### src/rtl/sustain_pedal_controller_core_defines.svh
// Assertion macros used by the note unit of the sustain pedal controller RTL.
`ifndef SUSTAIN_PEDAL_CONTROLLER_CORE_DEFINES_SVH
`define SUSTAIN_PEDAL_CONTROLLER_CORE_DEFINES_SVH

// Same-cycle implication, checked on every rising edge out of reset
`define SPC_ASSERT_NOW(lbl, ante, cons, msg) \
	lbl: assert property (@(posedge clk) disable iff (!arst_n) (ante) |-> (cons)) \
		else $error(msg);

// Next-cycle implication, checked on every rising edge out of reset
`define SPC_ASSERT_NEXT(lbl, ante, cons, msg) \
	lbl: assert property (@(posedge clk) disable iff (!arst_n) (ante) |=> (cons)) \
		else $error(msg);

`endif

### src/rtl/spc_pkg.sv
// Shared types, codes, constants and helper functions of the sustain pedal controller.
package spc_pkg;

	// Default number of notes kept in the sustain bitmap
	localparam int SPC_NOTE_COUNT = 128;

	// Event kinds
	localparam logic [1:0] FUNC_NOTE_ON  = 2'd0;
	localparam logic [1:0] FUNC_NOTE_OFF = 2'd1;
	localparam logic [1:0] FUNC_PEDAL    = 2'd2;

	// Pedal modes (the unused code behaves as binary)
	localparam logic [1:0] MODE_AUTO       = 2'd0;
	localparam logic [1:0] MODE_BINARY     = 2'd1;
	localparam logic [1:0] MODE_CONTINUOUS = 2'd2;

	// Configuration register indexes
	localparam logic [1:0] REG_SENSE_MODE       = 2'd0;
	localparam logic [1:0] REG_BINARY_THRESHOLD = 2'd1;
	localparam logic [1:0] REG_NOISE_ENABLE     = 2'd2;

	// Hold levels and pedal thresholds
	localparam logic [6:0] CONT_ON     = 7'd115;
	localparam logic [6:0] CONT_OFF    = 7'd105;
	localparam logic [7:0] BIN_HYST    = 8'd3;
	localparam logic [7:0] AUTO_SPREAD = 8'd8;
	localparam logic [6:0] NOISE_MOVE  = 7'd10;
	localparam logic [6:0] PEDAL_MAX   = 7'd127;
	localparam logic [31:0] SEED_FILL  = 32'h9E37_79B9;

	// Register reset values
	localparam logic [1:0] RST_SENSE_MODE       = MODE_AUTO;
	localparam logic [6:0] RST_BINARY_THRESHOLD = 7'd64;
	localparam logic       RST_NOISE_ENABLE     = 1'b1;

	// Pedal unit to note bitmap
	typedef struct packed {
		logic hold_test; // note-off would be held
		logic drop;      // pedal event drops hold
	} spc_evt_t;

	// Pedal unit results for one event
	typedef struct packed {
		logic        hold;
		logic        cont;
		logic [6:0]  last_pedal;
		logic        fire;
		logic        down;
		logic [6:0]  intensity;
		logic [31:0] seed;
	} spc_pedal_res_t;

	// One result beat, lowest field last
	typedef struct packed {
		logic [31:0] noise_seed;
		logic [6:0]  noise_intensity;
		logic        noise_down;
		logic        noise_fire;
		logic [6:0]  damper_level;
		logic [6:0]  released_count;
		logic [63:0] released_high;
		logic [63:0] released_low;
		logic        release_now;
		logic        continuous_resolved;
		logic        hold;
	} spc_result_t;

	// Hold decision with hysteresis
	function automatic logic hold_test(input logic cont, input logic held,
			input logic [6:0] v, input logic [6:0] thr);
		logic res;
		if (cont) begin
			res = held ? (v >= CONT_OFF) : (v >= CONT_ON);
		end else begin
			res = held ? ((8'(v) + BIN_HYST) >= 8'(thr)) : (v >= thr);
		end
		return res;
	endfunction

	// One xorshift32 step, zero seed replaced first
	function automatic logic [31:0] seed_step(input logic [31:0] cur);
		logic [31:0] s;
		s = (cur == 32'd0) ? SEED_FILL : cur;
		s = s ^ (s << 13);
		s = s ^ (s >> 17);
		s = s ^ (s << 5);
		return s;
	endfunction

endpackage

### src/rtl/spc_pedal.sv
// Pedal unit: mode resolution, auto detect, hold hysteresis and noise trigger.
module spc_pedal (
	input  logic                    clk,
	input  logic                    arst_n,
	input  logic                    en,
	input  logic [1:0]              func,
	input  logic [6:0]              value,
	input  logic [1:0]              sense_mode,
	input  logic [6:0]              binary_threshold,
	input  logic                    noise_enable,
	output spc_pkg::spc_evt_t       evt,
	output spc_pkg::spc_pedal_res_t res
);
	import spc_pkg::*;

	logic        hold_q;
	logic [6:0]  last_q;
	logic [6:0]  min_q;
	logic [6:0]  max_q;
	logic        auto_q;
	logic [31:0] rng_q;

	logic        is_pedal;
	logic        in_mid;
	logic [6:0]  min_nx;
	logic [6:0]  max_nx;
	logic        auto_nx;
	logic        cont_cur;
	logic        cont_nx;
	logic        hold_nx;
	logic [6:0]  delta;
	logic        fire;
	logic [31:0] seed_nx;

	// Resolve mode and update the mid-range spread
	always_comb begin
		is_pedal = (func == FUNC_PEDAL);
		in_mid   = (sense_mode == MODE_AUTO) && (value != 7'd0) && (value != PEDAL_MAX);
		min_nx   = (in_mid && (value < min_q)) ? value : min_q;
		max_nx   = (in_mid && (value > max_q)) ? value : max_q;
		auto_nx  = auto_q || (in_mid && (8'(max_nx) >= (8'(min_nx) + AUTO_SPREAD)));
		cont_cur = (sense_mode == MODE_AUTO) ? auto_q : (sense_mode == MODE_CONTINUOUS);
		cont_nx  = (sense_mode == MODE_AUTO) ? auto_nx : (sense_mode == MODE_CONTINUOUS);
		hold_nx  = hold_test(cont_nx, hold_q, value, binary_threshold);
	end

	// Noise trigger on hold edges or large moves
	always_comb begin
		delta   = (value > last_q) ? (value - last_q) : (last_q - value);
		fire    = is_pedal && noise_enable && (value != last_q) &&
			((hold_nx != hold_q) || (delta >= NOISE_MOVE));
		seed_nx = seed_step(rng_q);
	end

	// Drive the event result
	always_comb begin
		evt.hold_test = hold_test(cont_cur, hold_q, last_q, binary_threshold);
		evt.drop      = is_pedal && hold_q && !hold_nx;

		res.hold       = is_pedal ? hold_nx : hold_q;
		res.cont       = is_pedal ? cont_nx : cont_cur;
		res.last_pedal = last_q;
		res.fire       = fire;
		res.down       = fire && ((value > last_q) || (!hold_q && hold_nx));
		res.intensity  = fire ? delta : 7'd0;
		res.seed       = fire ? seed_nx : 32'd0;
	end

	// Advance pedal state on a pedal beat
	always_ff @(posedge clk or negedge arst_n) begin
		if (!arst_n) begin
			hold_q <= 1'b0;
			last_q <= 7'd0;
			min_q  <= PEDAL_MAX;
			max_q  <= 7'd0;
			auto_q <= 1'b0;
			rng_q  <= 32'd0;
		end else if (en && is_pedal) begin
			hold_q <= hold_nx;
			last_q <= value;
			min_q  <= min_nx;
			max_q  <= max_nx;
			auto_q <= auto_nx;
			if (fire) begin
				rng_q <= seed_nx;
			end
		end
	end

endmodule

### src/rtl/spc_marks.sv
// Note unit: sustained-note bitmap with a running count of marked notes.
`include "sustain_pedal_controller_core_defines.svh"

module spc_marks #(
	parameter int NOTE_COUNT = spc_pkg::SPC_NOTE_COUNT
) (
	input  logic              clk,
	input  logic              arst_n,
	input  logic              en,
	input  logic [1:0]        func,
	input  logic [6:0]        note,
	input  spc_pkg::spc_evt_t evt,
	output logic              release_now,
	output logic [127:0]      released,
	output logic [6:0]        released_count,
	output logic              any_released
);
	import spc_pkg::*;

	localparam int NW = $clog2(NOTE_COUNT);
	localparam int CW = $clog2(NOTE_COUNT + 1);
	localparam logic [7:0] NOTE_LIM = 8'(NOTE_COUNT);

	logic [NOTE_COUNT-1:0] marks_q;
	logic [CW-1:0]         count_q;

	logic          in_range;
	logic [NW-1:0] idx;
	logic          mark_cur;
	logic          set_mark;
	logic          clr_mark;

	// Decode the note beat
	always_comb begin
		in_range    = (8'(note) < NOTE_LIM);
		idx         = note[NW-1:0];
		mark_cur    = in_range && marks_q[idx];
		set_mark    = (func == FUNC_NOTE_OFF) && in_range && evt.hold_test;
		clr_mark    = (func == FUNC_NOTE_ON) && in_range;
		release_now = (func == FUNC_NOTE_OFF) && in_range && !evt.hold_test;
	end

	// Report the notes freed by a pedal release
	always_comb begin
		released       = evt.drop ? 128'(marks_q) : 128'd0;
		released_count = !evt.drop ? 7'd0 :
			((count_q >= CW'(127)) ? 7'd127 : 7'(count_q));
		any_released   = evt.drop && (count_q != '0);
	end

	// Update the bitmap and its count
	always_ff @(posedge clk or negedge arst_n) begin
		if (!arst_n) begin
			marks_q <= '0;
			count_q <= '0;
		end else if (en) begin
			if (evt.drop) begin
				marks_q <= '0;
				count_q <= '0;
			end else if (set_mark) begin
				marks_q[idx] <= 1'b1;
				if (!mark_cur) begin
					count_q <= count_q + CW'(1);
				end
			end else if (clr_mark) begin
				marks_q[idx] <= 1'b0;
				if (mark_cur) begin
					count_q <= count_q - CW'(1);
				end
			end
		end
	end

	`SPC_ASSERT_NOW(a_count_tracks_marks, 1'b1, $countones(marks_q) == int'(count_q), "mark count out of step with bitmap")
	`SPC_ASSERT_NEXT(a_drop_clears_marks, en && evt.drop, marks_q == '0, "pedal release left notes marked")
	`SPC_ASSERT_NEXT(a_held_note_marked, en && set_mark && !evt.drop, marks_q[$past(idx)], "held note-off not marked")

endmodule

### src/rtl/sustain_pedal_controller_core.sv
// Top level of the sustain pedal controller: input stage, units and result register.
//
// Channel  Dir  Handshake         Payload
// s_*      in   tvalid/tready     tuser: func; tdata: note, value
// m_*      out  tvalid/tready     tdata: one result per event
// cfg_*    in   cfg_we            cfg_index, cfg_data
//
// Events pass the input then the result register; one event per cycle while m_tready holds.
// The input register feeds the pedal and note units; their state updates as the result registers.
// Reset clears the note bitmap, pedal state and seed at once; no clearing pass.
// A stalled result holds the input register; s_tready drops only when both are full.
module sustain_pedal_controller_core #(
	parameter int NOTE_COUNT = spc_pkg::SPC_NOTE_COUNT
) (
	input  logic         clk,
	input  logic         arst_n,
	input  logic         s_tvalid,
	output logic         s_tready,
	input  logic [15:0]  s_tdata,  // [6:0] note, [13:7] value, [15:14] zero
	input  logic [1:0]   s_tuser,  // [1:0] func
	output logic         m_tvalid,
	input  logic         m_tready,
	// [0] hold, [1] continuous_resolved, [2] release_now, [66:3] released_low,
	// [130:67] released_high, [137:131] released_count, [144:138] damper_level,
	// [145] noise_fire, [146] noise_down, [153:147] noise_intensity,
	// [185:154] noise_seed, [191:186] zero
	output logic [191:0] m_tdata,
	input  logic         cfg_we,
	input  logic [1:0]   cfg_index,
	input  logic [6:0]   cfg_data
);
	import spc_pkg::*;

	logic [1:0] sense_mode_q;
	logic [6:0] binary_threshold_q;
	logic       noise_enable_q;

	logic       valid_s1;
	logic [1:0] func_s1;
	logic [6:0] note_s1;
	logic [6:0] value_s1;

	logic        out_valid_q;
	spc_result_t out_q;

	logic           advance;
	logic           accept;
	spc_evt_t       evt;
	spc_pedal_res_t ped;
	logic           release_now;
	logic [127:0]   released;
	logic [6:0]     released_count;
	logic           any_released;
	spc_result_t    res;

	// Handshake: move s1 on when the result slot frees
	assign advance  = valid_s1 && (!out_valid_q || m_tready);
	assign s_tready = !valid_s1 || advance;
	assign accept   = s_tvalid && s_tready;

	// Configuration registers
	always_ff @(posedge clk or negedge arst_n) begin
		if (!arst_n) begin
			sense_mode_q       <= RST_SENSE_MODE;
			binary_threshold_q <= RST_BINARY_THRESHOLD;
			noise_enable_q     <= RST_NOISE_ENABLE;
		end else if (cfg_we) begin
			unique case (cfg_index)
				REG_SENSE_MODE:       sense_mode_q       <= cfg_data[1:0];
				REG_BINARY_THRESHOLD: binary_threshold_q <= cfg_data;
				REG_NOISE_ENABLE:     noise_enable_q     <= cfg_data[0];
				default: ;
			endcase
		end
	end

	// Input register
	always_ff @(posedge clk or negedge arst_n) begin
		if (!arst_n) begin
			valid_s1 <= 1'b0;
		end else if (accept) begin
			valid_s1 <= 1'b1;
		end else if (advance) begin
			valid_s1 <= 1'b0;
		end
	end

	always_ff @(posedge clk) begin
		if (accept) begin
			func_s1  <= s_tuser;
			note_s1  <= s_tdata[6:0];
			value_s1 <= s_tdata[13:7];
		end
	end

	spc_pedal u_pedal (
		.clk              (clk),
		.arst_n           (arst_n),
		.en               (advance),
		.func             (func_s1),
		.value            (value_s1),
		.sense_mode       (sense_mode_q),
		.binary_threshold (binary_threshold_q),
		.noise_enable     (noise_enable_q),
		.evt              (evt),
		.res              (ped)
	);

	spc_marks #(
		.NOTE_COUNT (NOTE_COUNT)
	) u_marks (
		.clk            (clk),
		.arst_n         (arst_n),
		.en             (advance),
		.func           (func_s1),
		.note           (note_s1),
		.evt            (evt),
		.release_now    (release_now),
		.released       (released),
		.released_count (released_count),
		.any_released   (any_released)
	);

	// Assemble the result beat
	always_comb begin
		res.hold                = ped.hold;
		res.continuous_resolved = ped.cont;
		res.release_now         = release_now;
		res.released_low        = released[63:0];
		res.released_high       = released[127:64];
		res.released_count      = released_count;
		res.damper_level        = (release_now || any_released) ? ped.last_pedal : 7'd0;
		res.noise_fire          = ped.fire;
		res.noise_down          = ped.down;
		res.noise_intensity     = ped.intensity;
		res.noise_seed          = ped.seed;
	end

	// Result register
	always_ff @(posedge clk or negedge arst_n) begin
		if (!arst_n) begin
			out_valid_q <= 1'b0;
		end else if (advance) begin
			out_valid_q <= 1'b1;
		end else if (m_tready) begin
			out_valid_q <= 1'b0;
		end
	end

	always_ff @(posedge clk) begin
		if (advance) begin
			out_q <= res;
		end
	end

	assign m_tvalid = out_valid_q;
	assign m_tdata  = 192'(out_q);

endmodule

### config.mk
export PLATFORM = sky130hd
export DESIGN_NAME = sustain_pedal_controller_core
export DESIGN_NICKNAME = d
export VERILOG_FILES = /design/src/rtl/spc_pkg.sv /design/src/rtl/spc_pedal.sv /design/src/rtl/spc_marks.sv /design/src/rtl/sustain_pedal_controller_core.sv
export VERILOG_INCLUDE_DIRS = /design/src /design/src/rtl
export SDC_FILE = /design/constraint.sdc
export NUM_CORES = 1
export LEC_CHECK = 0
export ABC_AREA = 1
export BUFFER_PORTS_ARGS = -buffer_cell sky130_fd_sc_hd__clkbuf_2
export CAP_MARGIN = 20
export CORE_MARGIN = 3
export CORE_UTILIZATION = 40
export CTS_CLUSTER_DIAMETER = 80
export DETAILED_ROUTE_END_ITERATION = 10
export PLACE_DENSITY = 0.65
export SLEW_MARGIN = 20
export SYNTH_ARGS = -nofsm -noshare
export SYNTH_HDL_FRONTEND = slang
export SYNTH_SLANG_ARGS = --single-unit
### constraint.sdc
create_clock -name clk -period 12.6 [get_ports clk]
set_input_delay 0.63 -clock clk [delete_from_list [all_inputs] [get_ports clk]]
set_output_delay 0.63 -clock clk [all_outputs]
set_load 0.02 [all_outputs]
======== Word level (Yosys, flattened, before mapping) ========
Cells that the tools add are included.
operators by class
  $add $sub $neg .......................... 7
  $mul .................................... 0
  div/mod/pow operators ................... 0
  order comparisons ....................... 16
  eq/ne operators ......................... 9
  shifts and indexed selects .............. 0
  multiplexer cells ....................... 31
  bitwise logic cells ..................... 6
  reductions and logical operators ........ 46
operators with widths
  kind                                                                number
  two-way mux 128 bit                                                 3
  AND 128 bit                                                         1
  NOT 128 bit                                                         1
  OR 128 bit                                                          1
  XOR 32 bit                                                          2
  two-way mux 8 bit                                                   5
  logical NOT 32 bit                                                  1
  two-way mux 32 bit                                                  1
  XOR 32 x 15 -> 32 bit                                               1
  greater-or-equal comparator 7 bit (second input constant)           4
  two-way mux 7 bit                                                   4
  logical AND 1 bit                                                   19
  adder 7 x 2 -> 8 bit (second input constant)                        2
  greater-or-equal comparator 8 x 7 -> 1 bit                          2
  two-way mux 1 bit                                                   16
  greater-or-equal comparator 7 bit                                   2
  > comparator 7 bit                                                  2
  subtractor 7 bit                                                    2
  AND reduction 2 bit                                                 5
  adder 7 x 4 -> 8 bit (second input constant)                        1
  adder 8 x 1 -> 8 bit (second input constant)                        1
  greater-or-equal comparator 7 x 8 -> 1 bit                          1
  greater-or-equal comparator 8 x 7 -> 1 bit (second input constant)  1
  < comparator 7 x 8 -> 1 bit (second input constant)                 1
  other kinds (20)                                                    36
word-level totals
  flip-flop bits (word level) ............. 405
  bits in latches ......................... 0
  memory bits (writable) .................. 0
  bits in read-only memories .............. 0
  input port bits ......................... 32
  output and inout bits ................... 194
  memories ................................ 0

======== Longest topological paths before layout ========
Gate-level depths: netlist (run 1).
  depth in word-level cells ............... 15
  depth in mapped cells ................... 37
  depth with buffers taken out ............ 36

======== Hierarchy ========
From an unflattened synthesis (run 1), not the netlist that was laid out.
second synthesis, totals
  cells, all modules ...................... 2,766
  area total of the unflattened synthesis .. 22,557.9 um^2
by module, submodules not included
  module                         times used  cells each  area each (um^2)  sequential area each (um^2)
  spc_marks                      1           1,677       10,075.9          3,403.3
  sustain_pedal_controller_core  1           283         6,708.9           6,368.6
  spc_pedal                      1           806         5,773.0           1,385.1

======== Worst setup path before layout (run 1) ========
OpenSTA, ideal clock, no wires.
  path type ............................... input-to-reg
  from .................................... input port m_tready
  to ...................................... register u_marks.count_q[0]
  setup time .............................. 0.145 ns
  data arrival time ....................... 7.106 ns
  required time ........................... 12.455 ns
  slack ................................... 5.349 ns
  stages .................................. 8
  path buffers ............................ 1
  cell sequence ........................... inv_1 nand2_1 nand2_1 inv_1 clkbuf_1 nand3_2 nand2_1 nand2_1
between the ends
  word-level cells in the longest chain between the ends .. 3
ends and longest elaborated chain
  item                                  RTL line                             text
  start, declared                       sustain_pedal_controller_core.sv:22  input logic m_tready,
  logical OR 1 bit                      sustain_pedal_controller_core.sv:57  assign advance = valid_s1 && (!out_valid_q || m_tready);
  logical AND 1 bit                     sustain_pedal_controller_core.sv:57
  named net advance                     sustain_pedal_controller_core.sv:46  logic advance;
  AND reduction 4 bit (no source line)  -
  end signal, assigned                  spc_marks.sv:63                      count_q <= count_q + CW'(1);
  end signal, assigned                  spc_marks.sv:68                      count_q <= count_q - CW'(1);
  end, declared                         spc_marks.sv:25                      logic [CW-1:0] count_q;
The timed path passes the listed nets, and every way through them passes these cells.
A chain may end at the register's enable or synchronous reset.

======== Worst setup path after layout (run 1) ========
  from .................................... register value_s1[1]
  to ...................................... register u_marks.marks_q[36]
between the ends
  word-level cells in the longest chain between the ends .. 15
  elaborated cells on any way between the ends .. 28
  classes of those cells .................. add/sub (2); order compare (7); eq/ne (1); mux (7); reduce/logical (11)
ends and longest elaborated chain
  item                                                                        RTL line                             text
  start, declared                                                             sustain_pedal_controller_core.sv:41  logic [6:0] value_s1;
  start signal, assigned                                                      sustain_pedal_controller_core.sv:92  value_s1 <= s_tdata[13:7];
  parallel branches: the longest is 3 deep, another holds < comparator 7 bit  -
  logical AND 1 bit (*)                                                       spc_pedal.sv:39                      min_nx = (in_mid && (value < min_q)) ? value : min_q;
  two-way mux 7 bit (*)                                                       spc_pedal.sv:39
  named net u_pedal.min_nx[3]                                                 spc_pedal.sv:25                      logic [6:0] min_nx;
  adder 7 x 4 -> 8 bit (*)                                                    spc_pedal.sv:41                      auto_nx = auto_q || (in_mid && (8'(max_nx) >= (8'(min_nx) + AUTO_SPREAD)));
  greater-or-equal comparator 7 x 8 -> 1 bit (*)                              spc_pedal.sv:41
  logical AND 1 bit (*)                                                       spc_pedal.sv:41
  logical OR 1 bit (*)                                                        spc_pedal.sv:41
  two-way mux 1 bit (*)                                                       spc_pedal.sv:43                      cont_nx = (sense_mode == MODE_AUTO) ? auto_nx : (sense_mode == MODE_CONTINUOUS);
  two-way mux 1 bit (*)                                                       spc_pkg.sv:72                        if (cont) begin
  logical NOT 1 bit (*)                                                       spc_pedal.sv:58                      evt.drop = is_pedal && hold_q && !hold_nx;
  logical AND 1 bit (*)                                                       spc_pedal.sv:58
  nonzero test 3 bit (no source line)                                         -
  AND reduction 2 bit (no source line)                                        -
  end signal, assigned                                                        spc_marks.sv:54                      marks_q <= '0;
  end signal, assigned                                                        spc_marks.sv:58                      marks_q <= '0;
  end signal, assigned by index                                               spc_marks.sv:61                      marks_q[idx] <= 1'b1;
  end, declared                                                               spc_marks.sv:24                      logic [NOTE_COUNT-1:0] marks_q;
Mark *: on every way through the listed nets, which the timed path passes.

==> qor.json, run 1 <==
{
  "status": {
    "run_status": "finished clean"
  },
  "drt": {
    "post_route_drc": 0,
    "drt_first_pass_iters": 6,
    "ant_nets": 0,
    "vias": 18400,
    "count_of_routing_violations_after_the_opening_detailed_route_iteration": 1623,
    "post_drt_via_cell_ratio": 4.97,
    "totalWireLength_mm": 61.2,
    "wl_per_cell_um": 16.6
  },
  "pwr": {
    "power-per-cell-area_nw_per_um2": 221,
    "comb_power_share_pct": 40.0,
    "power.switching_fraction_pct": 40.6,
    "static_leakage_power_uw": 0.0114,
    "internal_power_uw": 3410,
    "worst_ir_drop_vdd_v": 0.000119,
    "power_share_of_the_clock_group_pct": 25.0,
    "share_seq_of_total_power_pct": 35.0,
    "switching_power_uw": 2330
  },
  "floorplan": {
    "die-area_um2": 60100,
    "io_pins": 226,
    "rows": 87,
    "die_y_um": 245,
    "placeableCoreArea_um2": 56500,
    "die_width_um": 245,
    "floorplan.initialDensity_pct": 40.5
  },
  "synthesis": {
    "synth-seq-cells": 405,
    "synth_cell_types": 47,
    "synth_ff_type": "sky130_fd_sc_hd__edfxtp_1",
    "postSynthAreaPerCell_um2": 8.34,
    "synth_enable_flop_cells": 202,
    "synth_async_sr_flop_share_pct": 50.1,
    "seq_area_frac_synth_pct": 48.8,
    "yosys_warnings": 0,
    "synth.cell_area_um2": 22900,
    "post_synth_inst_count": 2743
  },
  "timing": {
    "fin_hold_ws_ns": 0.0544,
    "rsz0062_at_grt": "false",
    "tightestPinTransition_ns": 1.10,
    "fin_skew_ns": 0.0200,
    "final_min_period_over_clock_period_pct": 50.5,
    "timing.final.max_slew_violations": 0,
    "hold_viol_final": 0,
    "relSlewSlack_pct": 26.8,
    "min_period_ns": 6.37,
    "max_clock_freq_mhz": 157,
    "setup-tns-final_ns": 0,
    "setup_viol_count_final": 0
  },
  "layout": {
    "antennaDiodeCount": 0,
    "layout-area-overhead-vs-synth_pct": 13.6,
    "drive_above_1_share_pct": 16.4,
    "fill_cells": 5532,
    "final_cell_mix": "sky130_fd_sc_hd__nand2_1, sky130_fd_sc_hd__nor2_1, sky130_fd_sc_hd__inv_1",
    "layout.cell_area.non_filler_um2": 26000,
    "mostFrequentLayoutCell": "sky130_fd_sc_hd__nand2_1",
    "finish.net_count": 3007
  },
  "clocking": {
    "cts.reportedPaths.clkPinSlew_ns": 0.06,
    "cts_root_buf": "sky130_fd_sc_hd__clkbuf_16",
    "cts_tree": "done",
    "h_tree_depth": 2,
    "number_of_gates_given_a_new_drive_strength_after_cts": 0,
    "clock_insertion_delay_worst_skew_ns": 0.57,
    "cts_num_sinks": 405,
    "cts-hold-fix-buffers": 0,
    "maximum_count_of_clock_buffers_along_a_single_path": 3,
    "number_of_setup_buffers_added_after_cts": 0,
    "cts_buffers": 47
  },
  "global_routing": {
    "grt_overflow": 0,
    "maximum_number_of_pins_on_one_net_before_global_route_repair": 123,
    "track_usage_pct": 20.0,
    "grt_first_pass_wirelength_mm": 95.8,
    "antenna_violations_before_repair": 0,
    "number_of_global_route_vias_before_repair": 16900
  },
  "place": {
    "gp_congestion": 0.857,
    "detailed_place_hpwl_mm": 40.0,
    "placement.cell_area_um2": 24300,
    "port_buffers": 217
  },
  "worst_setup_path": {
    "r2r_cells": 23,
    "regToRegStartpoint": "value_s1[1]",
    "critPathRequiredTime_ns": 13.09,
    "timing.setup.critical_path_class": "reg2reg",
    "r2r_end": "u_marks.marks_q[36]",
    "crit_arrival_ns": 6.86,
    "reg2reg_setup_slack_ns": 6.23,
    "crit_path_end_kind": "register",
    "crit_fanout": 122,
    "crit_path_start_kind": "register"
  },
  "min_path": {
    "min-delay-path-class": "in2async"
  },
  "job": {
    "maxCapViolations": 0
  }
}
-- cell families (layout without fill, tap and decap cells) --
kind of cell | Yosys count | after routing | synth area share (%)
AOI/OAI and AO/OA | 497 | 497 | 13.3
xor gates and xnor gates | 82 | 82 | 3.14
adders and majority gates | 78 | 78 | 4.37
buffers and inverters | 451 | 637 | 8.70
DFF | 405 | 405 | 48.8
other | 1 | 6 | 0.0164
and+or+nand+nor | 1229 | 1229 | 21.7
-- per-stage QoR --
step           total power [uW]  instances  worst slack (ns)  utilization, %
3_5_place_dp               4320       3603              6.27            43.1
5_1_grt                    6200       3690              5.66            46.0
3_3_place_gp               4290       3603              6.30            43.1
6_report                   5740       3690              6.23            46.0
4_1_cts                    5780       3689              6.24            45.9
2_1_floorplan              3780       2748              5.35               -
-- critical path, cell delays in order, from the launching register on --
cell                       delay (ns)
sky130_fd_sc_hd__edfxtp_1        0.70
sky130_fd_sc_hd__inv_1           0.30
sky130_fd_sc_hd__ha_1            0.29
sky130_fd_sc_hd__inv_1           0.07
sky130_fd_sc_hd__nor2_1          0.04
sky130_fd_sc_hd__nand3_1         0.10
sky130_fd_sc_hd__nand3_2         0.11
sky130_fd_sc_hd__nor2_1          0.54
sky130_fd_sc_hd__o21ai_0         0.31
sky130_fd_sc_hd__ha_1            0.30
sky130_fd_sc_hd__xnor2_1         0.17
sky130_fd_sc_hd__ha_1            0.26
sky130_fd_sc_hd__a21oi_1         0.15
sky130_fd_sc_hd__nand2_1         0.07
sky130_fd_sc_hd__nand2_1         0.05
sky130_fd_sc_hd__nand2_1         0.05
sky130_fd_sc_hd__nand3_2         0.12
sky130_fd_sc_hd__nand3_2         0.14
sky130_fd_sc_hd__nand3_4         0.38
sky130_fd_sc_hd__nand2_4         0.20
sky130_fd_sc_hd__nand2_8         0.67
sky130_fd_sc_hd__buf_4           0.88
sky130_fd_sc_hd__nand2_1         0.15
sky130_fd_sc_hd__o21ai_2         0.10
-- cells in the mapped netlist, types with 7 or more instances --
library cell               count  share of area, %
sky130_fd_sc_hd__nand2_1     709                12
sky130_fd_sc_hd__nor2_1      354               5.8
sky130_fd_sc_hd__inv_1       305               5.0
sky130_fd_sc_hd__edfxtp_1    202                27
sky130_fd_sc_hd__dfrtp_1     194                21
sky130_fd_sc_hd__o21ai_0     167               3.7
sky130_fd_sc_hd__a21oi_1     146               3.2
sky130_fd_sc_hd__o21ai_2     120               4.6
sky130_fd_sc_hd__nand3_1      91               2.0
sky130_fd_sc_hd__ha_1         75               4.1
sky130_fd_sc_hd__xor2_1       50               1.9
sky130_fd_sc_hd__buf_2        48               1.1
sky130_fd_sc_hd__clkbuf_1     47              0.77
sky130_fd_sc_hd__a31oi_1      39               1.1
sky130_fd_sc_hd__xnor2_1      32               1.2
sky130_fd_sc_hd__buf_6        26               1.3
sky130_fd_sc_hd__nand4_1      23              0.63
sky130_fd_sc_hd__nand2_2      14              0.38
sky130_fd_sc_hd__nor3_1       12              0.26
sky130_fd_sc_hd__buf_1        10              0.16
sky130_fd_sc_hd__nor4_1       10              0.27
sky130_fd_sc_hd__dfstp_2       9               1.0
sky130_fd_sc_hd__buf_4         8              0.26
sky130_fd_sc_hd__o211ai_1      7              0.23
-- worst max-delay path by stage --
stage / start / end / slack (ns) / cells after the start
after floorplan: m_tready / u_marks.count_q[0] / 5.35 / 8
after detailed placement: value_s1[1] / u_marks.marks_q[36] / 6.27 / 23
after CTS: value_s1[1] / u_marks.marks_q[48] / 6.24 / 23
after global placement: value_s1[1] / u_marks.marks_q[40] / 6.30 / 23
final: value_s1[1] / u_marks.marks_q[36] / 6.23 / 23
after global routing: value_s1[1] / u_marks.marks_q[44] / 5.66 / 23
-- per-layer routing --
layer	vias to the layer above	global-route usage (%)	routed length [um]
li1	9188	-	-
met5	-	0	0
met3	93	3.45	3850
met4	0	5.96	1660
met1	8528	28.2	27600
met2	541	31.5	28100
-- sequential cells by signal (all words and copies together), names as in the netlist, 8 cells and up --
| signal | flops |
|---|---|
| m_tdata | 186 |
| u_marks.count_q | 8 |
| u_marks.marks_q | 128 |
| u_pedal.rng_q | 32 |
-- final cells by class --
| class | count | area [um^2] | share of cell area, % |
|---|---|---|---|
| repair buffers | 240 | 1290 | 4.96 |
| multi-input cells | 1892 | 9800 | 37.7 |
| well taps | 756 | 946 | 3.64 |
| flip-flops and latches | 405 | 11200 | 43.0 |
| clock buffers | 55 | 1210 | 4.64 |
| inverters | 311 | 1170 | 4.52 |
| clock inverters | 31 | 402 | 1.55 |
-- power groups by stage --
stage,Clock [uW],Sequential [uW],Combinational [uW]
final,1430,2010,2300
after global routing,1520,2050,2630
after CTS,1470,2010,2310
after detailed placement,0,2030,2290
after global placement,0,2020,2270
after floorplan,0,2070,1710
Note: power is estimated with default switching activity, not from simulation.
==> run 2, diff against run 1 <==
--- a/config.mk
+++ b/config.mk
@@ -13,7 +13,7 @@
 export CORE_UTILIZATION = 40
 export CTS_CLUSTER_DIAMETER = 80
 export DETAILED_ROUTE_END_ITERATION = 10
-export PLACE_DENSITY = 0.65
+export PLACE_DENSITY = 0.67
 export SLEW_MARGIN = 20
 export SYNTH_ARGS = -nofsm -noshare
 export SYNTH_HDL_FRONTEND = slang
==> constraint.sdc (replaced) <==
create_clock -name clk -period 5.5 [get_ports clk]
set_input_delay 0.275 -clock clk [delete_from_list [all_inputs] [get_ports clk]]
set_output_delay 0.275 -clock clk [all_outputs]
set_load 0.02 [all_outputs]
==> run 2 against run 1 <==
Effect of this change:
- flip-flop and latch count did not move
- clock skew about the same
- via count up 2.1%
- fmax up 36%
- worst setup slack lost 5.4 ns
- wire length increased by 2.3%
- final area rose by 1.7%
- global-route usage up 0.70 points
==> qor.json, run 2 (synthesized netlist as in run 1, its figures left out) <==
{
  "layout": {
    "area_of_the_multi_input_gates": {"value": 9780, "unit": "um^2", "change": "-0.18%"},
    "final_cell_mix": "sky130_fd_sc_hd__nand2_1, sky130_fd_sc_hd__nor2_1, sky130_fd_sc_hd__inv_1",
    "fill_cells": {"value": 5356, "change": "-3.2%"},
    "number_of_flip_flops_under_the_largest_register_name": {"value": 186, "change": "unchanged"},
    "mostFrequentLayoutCell": "sky130_fd_sc_hd__nand2_1",
    "drive_above_1_share": {"value": 16.7, "unit": "%", "change": "+0.31 points"},
    "antennaDiodeCount": {"value": 0, "change": "unchanged"},
    "finish.net_count": {"value": 3055, "change": "+1.6%"},
    "layout-area-overhead-vs-synth_pct": 15.5,
    "sequential_cell_area": {"value": 11200, "unit": "um^2", "change": "unchanged"}
  },
  "drt": {
    "count_of_routing_violations_after_the_opening_detailed_route_iteration": {"value": 1646, "change": "+1.4%"},
    "post_route_drc": {"value": 0, "change": "unchanged"},
    "drt_first_pass_iters": {"value": 5, "change": "-1"},
    "ant_nets": {"value": 0, "change": "unchanged"},
    "wl_per_cell": {"value": 16.7, "unit": "um", "change": "+1.0%"},
    "totalWireLength": {"value": 62.6, "unit": "mm", "change": "+2.3%"},
    "vias": {"value": 18700, "change": "+2.1%"},
    "post_drt_via_cell_ratio": {"value": 5.02, "change": "+0.86%"}
  },
  "timing": {
    "min_period": {"value": 4.68, "unit": "ns", "change": "-1.69 ns"},
    "setup_viol_count_final": {"value": 0, "change": "unchanged"},
    "relSlewSlack": {"value": 30.6, "unit": "%", "change": "+3.8 points"},
    "setup-tns-final": {"value": 0, "unit": "ns", "change": "unchanged"},
    "timing.final.max_slew_violations": {"value": 0, "change": "unchanged"},
    "hold_viol_final": {"value": 0, "change": "unchanged"},
    "max_clock_freq": {"value": 214, "unit": "MHz", "change": "+36%"},
    "rsz0062_at_grt": "false",
    "fin_skew": {"value": 0.0197, "unit": "ns", "change": "-0.000329 ns"},
    "tightestPinTransition": {"value": 1.03, "unit": "ns", "change": "-0.0683 ns"},
    "final_min_period_over_clock_period": {"value": 85.1, "unit": "%", "change": "+35 points"}
  },
  "worst_setup_path": {
    "reg2reg_setup_slack": {"value": 0.82, "unit": "ns", "change": "-5.41 ns"},
    "crit_path_start_kind": "register",
    "timing.setup.critical_path_class": "reg2reg",
    "worst_path_max_delay_cell": "sky130_fd_sc_hd__edfxtp_1",
    "critical_path.max_stage_delay": {"value": 0.55, "unit": "ns", "change": "-0.33 ns"},
    "worst_path_most_repeated_cell": "sky130_fd_sc_hd__nand2_1",
    "cp_top_family": "simple AND/OR/NAND/NOR gates",
    "crit_arrival": {"value": 5.00, "unit": "ns", "change": "-1.86 ns"},
    "critPathRequiredTime": {"value": 5.82, "unit": "ns", "change": "-7.27 ns"},
    "crit_fanout": {"value": 33, "change": "-73%"},
    "crit_path_end_kind": "register",
    "timing.critical_path.buf_inv": {"value": 3, "change": "unchanged"}
  },
  "job": {
    "maxCapViolations": {"value": 0, "change": "unchanged"}
  },
  "clocking": {
    "cts_root_buf": "sky130_fd_sc_hd__clkbuf_16",
    "h_tree_depth": {"value": 2, "change": "unchanged"},
    "number_of_gates_given_a_new_drive_strength_after_cts": {"value": 0, "change": "unchanged"},
    "cts_buffers": {"value": 45, "change": "-4.3%"},
    "cts-hold-fix-buffers": {"value": 29, "change": "+29"},
    "clock_insertion_delay_worst_skew": {"value": 0.58, "unit": "ns", "change": "about the same"},
    "cts.reportedPaths.clkPinSlew": {"value": 0.06, "unit": "ns", "change": "about the same"},
    "cts_num_sinks": {"value": 405, "change": "unchanged"},
    "number_of_setup_buffers_added_after_cts": {"value": 0, "change": "unchanged"},
    "maximum_count_of_clock_buffers_along_a_single_path": {"value": 3, "change": "unchanged"},
    "cts_tree": "done"
  },
  "global_routing": {
    "number_of_global_route_vias_before_repair": {"value": 17600, "change": "+4.0%"},
    "antenna_violations_before_repair": {"value": 0, "change": "unchanged"},
    "grt_first_pass_wirelength": {"value": 98.8, "unit": "mm", "change": "+3.1%"},
    "grt_overflow": {"value": 0, "change": "unchanged"},
    "maximum_number_of_pins_on_one_net_before_global_route_repair": {"value": 134, "change": "+8.9%"},
    "track_usage": {"value": 20.7, "unit": "%", "change": "+0.70 points"}
  },
  "pwr": {
    "total_power": {"value": 13200, "unit": "uW", "change": "+130%"},
    "worst_ir_drop_vdd": {"value": 0.000241, "unit": "V", "change": "+100%"},
    "static_leakage_power": {"value": 0.0116, "unit": "uW", "change": "+2.1%"},
    "power-per-cell-area": {"value": 499, "unit": "nW/um^2", "change": "+130%"}
  },
  "floorplan": {
    "floorplan.initialDensity": {"value": 40.5, "unit": "%", "change": "unchanged"},
    "placeableCoreArea": {"value": 56500, "unit": "um^2", "change": "unchanged"},
    "die-area": {"value": 60100, "unit": "um^2", "change": "unchanged"},
    "io_pins": {"value": 226, "change": "unchanged"},
    "rows": {"value": 87, "change": "unchanged"},
    "die_y": {"value": 245, "unit": "um", "change": "unchanged"},
    "die_width": {"value": 245, "unit": "um", "change": "unchanged"}
  },
  "place": {
    "gp_congestion": {"value": 0.877, "change": "+2.4%"},
    "port_buffers": {"value": 217, "change": "unchanged"},
    "detailed_place_hpwl": {"value": 41.2, "unit": "mm", "change": "+2.8%"}
  },
  "status": {
    "run_status": "finished clean"
  },
  "min_path": {
    "min-delay-path-class": "in2reg"
  }
}
-- run 2: changes by cell type in the layout (fill, tap and decap cells not counted), moves of 2 or more --
| cell | previous run | this run |
|---|---|---|
| sky130_fd_sc_hd__buf_12 | 0 | 10 |
| sky130_fd_sc_hd__buf_4 | 22 | 34 |
| sky130_fd_sc_hd__clkbuf_16 | 47 | 45 |
| sky130_fd_sc_hd__clkinv_2 | 7 | 9 |
| sky130_fd_sc_hd__clkinvlp_4 | 4 | 2 |
| sky130_fd_sc_hd__dlygate4sd3_1 | 0 | 29 |
| sky130_fd_sc_hd__nor3_4 | 2 | 0 |
-- run 2: power breakdown --
group	switching (uW)	internal (uW)
clock network	1280	1890
logic	3550	1890
registers	594	4000
total	5420	7770
-- run 2: worst min-delay path, delay by kind of cell --
kind | cells | cell delay (ns)
buf+inv | 2 | 0.14
compound gates | 1 | 0.09
simple gates | 1 | 0.13
-- run 2: metrics by stage --
step                area (um^2)  setup slack [ns]  hold WS (ns)  std cells  util (%)
finish                    26400             0.818         0.110       3737      46.8
global route              26400             0.454         0.132       3737      46.8
CTS                       26400             0.830        0.0935       3737      46.8
detailed placement        24600             0.875         0.452       3625      43.6
global placement          24600             0.885         0.451       3625      43.6
floorplan                 22900              1.38       -0.0206       2748         -
-- run 2: layout make-up --
class / count / area share (%)
repair buffers: 290 / 6.97
inverters: 311 / 4.45
well taps: 756 / 3.58
multi-input cells: 1892 / 37.0
flip-flops and latches: 405 / 42.2
clock inverters: 29 / 1.37
clock buffers: 54 / 4.39
-- run 2: layer usage --
| layer | vias to the layer above | share of wire (%) | GRT usage, % |
|---|---|---|---|
| met5 | - | 0 | 0 |
| met4 | 0 | 3.5 | 7.90 |
| met3 | 119 | 6.9 | 3.69 |
| met2 | 570 | 45 | 32.1 |
| met1 | 8757 | 44 | 28.8 |
| li1 | 9297 | - | - |
-- run 2: final timing paths --
kind,from,to,depth (start not counted)
worst max-delay path,value_s1[2],m_tdata[145],28
worst min-delay path,cfg_index[0],sense_mode_q[1],4
worst max register to register,value_s1[2],m_tdata[145],28
worst min register to register,u_pedal.auto_q,u_pedal.auto_q,1
max in group asynchronous,arst_n,u_marks.marks_q[84],3
min in group asynchronous,arst_n,binary_threshold_q[1],2
==> run 3, diff against run 2 <==
--- a/config.mk
+++ b/config.mk
@@ -14,6 +14,7 @@
 export CTS_CLUSTER_DIAMETER = 80
 export DETAILED_ROUTE_END_ITERATION = 10
 export PLACE_DENSITY = 0.67
+export REMOVE_ABC_BUFFERS = 1
 export SLEW_MARGIN = 20
 export SYNTH_ARGS = -nofsm -noshare
 export SYNTH_HDL_FRONTEND = slang
==> run 3 against run 2 <==
Effect of this change:
- power increased by 0.11%
- non-clock buffer count is 4 lower
- fmax decreased by 5.0%
- largest power group unchanged
- clock power increased by 3%
==> qor.json, run 3 (synthesized netlist as in run 1, its figures left out) <==
{
  "status": {
    "run_status": "finished clean"
  },
  "drt": {
    "vias": {"value": 18700, "change": "-0.38%"},
    "post_route_drc": {"value": 0, "change": "unchanged"},
    "drt_first_pass_iters": {"value": 7, "change": "+2"},
    "count_of_routing_violations_after_the_opening_detailed_route_iteration": {"value": 1564, "change": "-5.0%"},
    "totalWireLength": {"value": 61.9, "unit": "mm", "change": "-0.99%"},
    "wl_per_cell": {"value": 16.6, "unit": "um", "change": "-0.91%"},
    "post_drt_via_cell_ratio": {"value": 5.00, "change": "-0.30%"},
    "ant_nets": {"value": 0, "change": "unchanged"}
  },
  "timing": {
    "final_min_period_over_clock_period": {"value": 89.6, "unit": "%", "change": "+4.5 points"},
    "rsz0062_at_grt": "false",
    "final_worst_slack": {"value": 0.570, "unit": "ns", "change": "-0.248 ns"},
    "max_clock_freq": {"value": 203, "unit": "MHz", "change": "-5.0%"},
    "fin_hold_ws": {"value": 0.100, "unit": "ns", "change": "-0.00942 ns"},
    "setup_viol_count_final": {"value": 0, "change": "unchanged"},
    "timing.final.max_slew_violations": {"value": 0, "change": "unchanged"},
    "fin_skew": {"value": 0.0158, "unit": "ns", "change": "-0.00386 ns"},
    "min_period": {"value": 4.93, "unit": "ns", "change": "+0.248 ns"},
    "hold_viol_final": {"value": 0, "change": "unchanged"},
    "tightestPinTransition": {"value": 0.952, "unit": "ns", "change": "-0.0784 ns"},
    "relSlewSlack": {"value": 36.3, "unit": "%", "change": "+5.7 points"}
  },
  "worst_setup_path": {
    "crit_path_end_kind": "register",
    "crit_arrival": {"value": 5.24, "unit": "ns", "change": "+0.24 ns"},
    "timing.setup.critical_path_class": "reg2reg",
    "worst_path_most_repeated_cell": "sky130_fd_sc_hd__nand2_1",
    "critPathRequiredTime": {"value": 5.81, "unit": "ns", "change": "about the same"},
    "critical_path.max_stage_delay": {"value": 0.71, "unit": "ns", "change": "+0.16 ns"},
    "crit_fanout": {"value": 32, "change": "-3.0%"},
    "crit_path_start_kind": "register",
    "worst_path_max_delay_cell": "sky130_fd_sc_hd__edfxtp_1"
  },
  "layout": {
    "drive_above_1_share": {"value": 16.8, "unit": "%", "change": "+0.084 points"},
    "number_of_flip_flops_under_the_largest_register_name": {"value": 186, "change": "unchanged"},
    "layout-area-overhead-vs-synth": {"value": 15.7, "unit": "%", "change": "about the same"},
    "antennaDiodeCount": {"value": 0, "change": "unchanged"},
    "layout.cell_area.non_filler": {"value": 26400, "unit": "um^2", "change": "about the same"},
    "mostFrequentLayoutCell": "sky130_fd_sc_hd__nand2_1",
    "finalCoreUtilization": {"value": 46.8, "unit": "%", "change": "about the same"},
    "fill_cells": {"value": 5420, "change": "+1.2%"},
    "final_cell_mix": "sky130_fd_sc_hd__nand2_1, sky130_fd_sc_hd__nor2_1, sky130_fd_sc_hd__inv_1",
    "finish.net_count": {"value": 3051, "change": "-0.13%"}
  },
  "clocking": {
    "cts.reportedPaths.clkPinSlew": {"value": 0.06, "unit": "ns", "change": "about the same"},
    "clock_insertion_delay_worst_skew": {"value": 0.58, "unit": "ns", "change": "about the same"},
    "cts_buffers": {"value": 45, "change": "unchanged"},
    "number_of_setup_buffers_added_after_cts": {"value": 0, "change": "unchanged"},
    "cts_tree": "done",
    "maximum_count_of_clock_buffers_along_a_single_path": {"value": 3, "change": "unchanged"},
    "h_tree_depth": {"value": 2, "change": "unchanged"},
    "cts_root_buf": "sky130_fd_sc_hd__clkbuf_16",
    "number_of_gates_given_a_new_drive_strength_after_cts": {"value": 0, "change": "unchanged"},
    "cts_num_sinks": {"value": 405, "change": "unchanged"},
    "cts-hold-fix-buffers": {"value": 27, "change": "-6.9%"}
  },
  "pwr": {
    "power-per-cell-area": {"value": 499, "unit": "nW/um^2", "change": "about the same"},
    "total_power": {"value": 13200, "unit": "uW", "change": "+0.11%"},
    "worst_ir_drop_vdd": {"value": 0.000246, "unit": "V", "change": "+1.9%"},
    "static_leakage_power": {"value": 0.0116, "unit": "uW", "change": "about the same"}
  },
  "place": {
    "gp_congestion": {"value": 0.899, "change": "+2.5%"},
    "detailed_place_hpwl": {"value": 40.8, "unit": "mm", "change": "-0.84%"},
    "pre_cts_slack": {"value": 0.635, "unit": "ns", "change": "-0.241 ns"},
    "port_buffers": {"value": 217, "change": "unchanged"},
    "placement.cell_area": {"value": 24600, "unit": "um^2", "change": "-0.10%"}
  },
  "min_path": {
    "min-delay-path-class": "in2reg"
  },
  "global_routing": {
    "grt_first_pass_wirelength": {"value": 97.8, "unit": "mm", "change": "-1.0%"},
    "number_of_global_route_vias_before_repair": {"value": 17500, "change": "-0.58%"},
    "antenna_violations_before_repair": {"value": 0, "change": "unchanged"},
    "maximum_number_of_pins_on_one_net_before_global_route_repair": {"value": 130, "change": "-3.0%"},
    "grt_overflow": {"value": 0, "change": "unchanged"},
    "track_usage": {"value": 20.4, "unit": "%", "change": "-0.31 points"}
  },
  "floorplan": {
    "die_width": {"value": 245, "unit": "um", "change": "unchanged"},
    "placeableCoreArea": {"value": 56500, "unit": "um^2", "change": "unchanged"},
    "die_y": {"value": 245, "unit": "um", "change": "unchanged"},
    "floorplan.initialDensity": {"value": 40.5, "unit": "%", "change": "unchanged"},
    "io_pins": {"value": 226, "change": "unchanged"},
    "die-area": {"value": 60100, "unit": "um^2", "change": "unchanged"},
    "rows": {"value": 87, "change": "unchanged"}
  },
  "job": {
    "maxCapViolations": {"value": 0, "change": "unchanged"}
  }
}
[run 3: changes by cell type in the layout (fill, tap and decap cells not counted), sizes merged]
cell,delta
clkinv,-4
clkinvlp,+4
buf,-2
dlygate4sd3,-2
clkbuf,+1
[run 3: cell type report]
cell class              instances  area [um^2]  share of cell area, %
clock buffers                  55         1230                   4.64
flip-flops and latches        405        11200                   42.2
multi-input cells            1892         9770                   36.9
inverters                     311         1170                   4.44
clock inverters                29          367                   1.39
repair buffers                286         1810                   6.83
well taps                     756          946                   3.58
[run 3: worst paths after layout]
check                               startpoint             endpoint  slack (ns)  depth (start not counted)
setup / recovery                   value_s1[1]         m_tdata[157]        0.57                         29
hold / removal                          cfg_we      sense_mode_q[1]        0.10                          3
setup reg to reg                   value_s1[1]         m_tdata[157]        0.57                         29
hold reg to reg            u_marks.marks_q[86]  u_marks.marks_q[86]        0.48                          2
max in group asynchronous               arst_n  u_marks.marks_q[39]        4.04                          3
min in group asynchronous               arst_n             valid_s1        0.27                          2
[run 3: worst max-delay path: cells and delay by family, from the launching register on]
| family | cells | cell delay, ns |
|---|---|---|
| flops | 1 | 0.71 |
| buf+inv | 4 | 0.50 |
| compound gates | 2 | 0.35 |
| xor+xnor | 1 | 0.14 |
| simple gates | 18 | 1.74 |
| fa+ha+maj | 4 | 1.22 |
[run 3: layer usage]
layer	share of wire [%]	up-vias	track usage (%)	wire, um
met3	6.5	118	3.51	4020
met1	45	8735	28.5	27600
met5	0	-	0	0
met2	45	561	31.9	28100
li1	-	9257	-	-
met4	3.4	0	7.22	2140
[run 3: through the flow]
| step | setup TNS (ns) | instances |
|---|---|---|
| 3_5_place_dp | 0 | 3623 |
| 4_1_cts | 0 | 3734 |
| 6_report | 0 | 3734 |
| 3_3_place_gp | 0 | 3623 |
| 5_1_grt | 0 | 3734 |
| 2_1_floorplan | -522.73 | 2608 |
[run 3: power by group]
part | total (uW) | internal [uW] | switching, uW | leakage [uW]
sequential | 4580 | 4000 | 585 | 0.00473
combinational | 5370 | 1880 | 3480 | 0.00610
clock | 3260 | 1970 | 1290 | 0.000769
total | 13200 | 7850 | 5360 | 0.0116
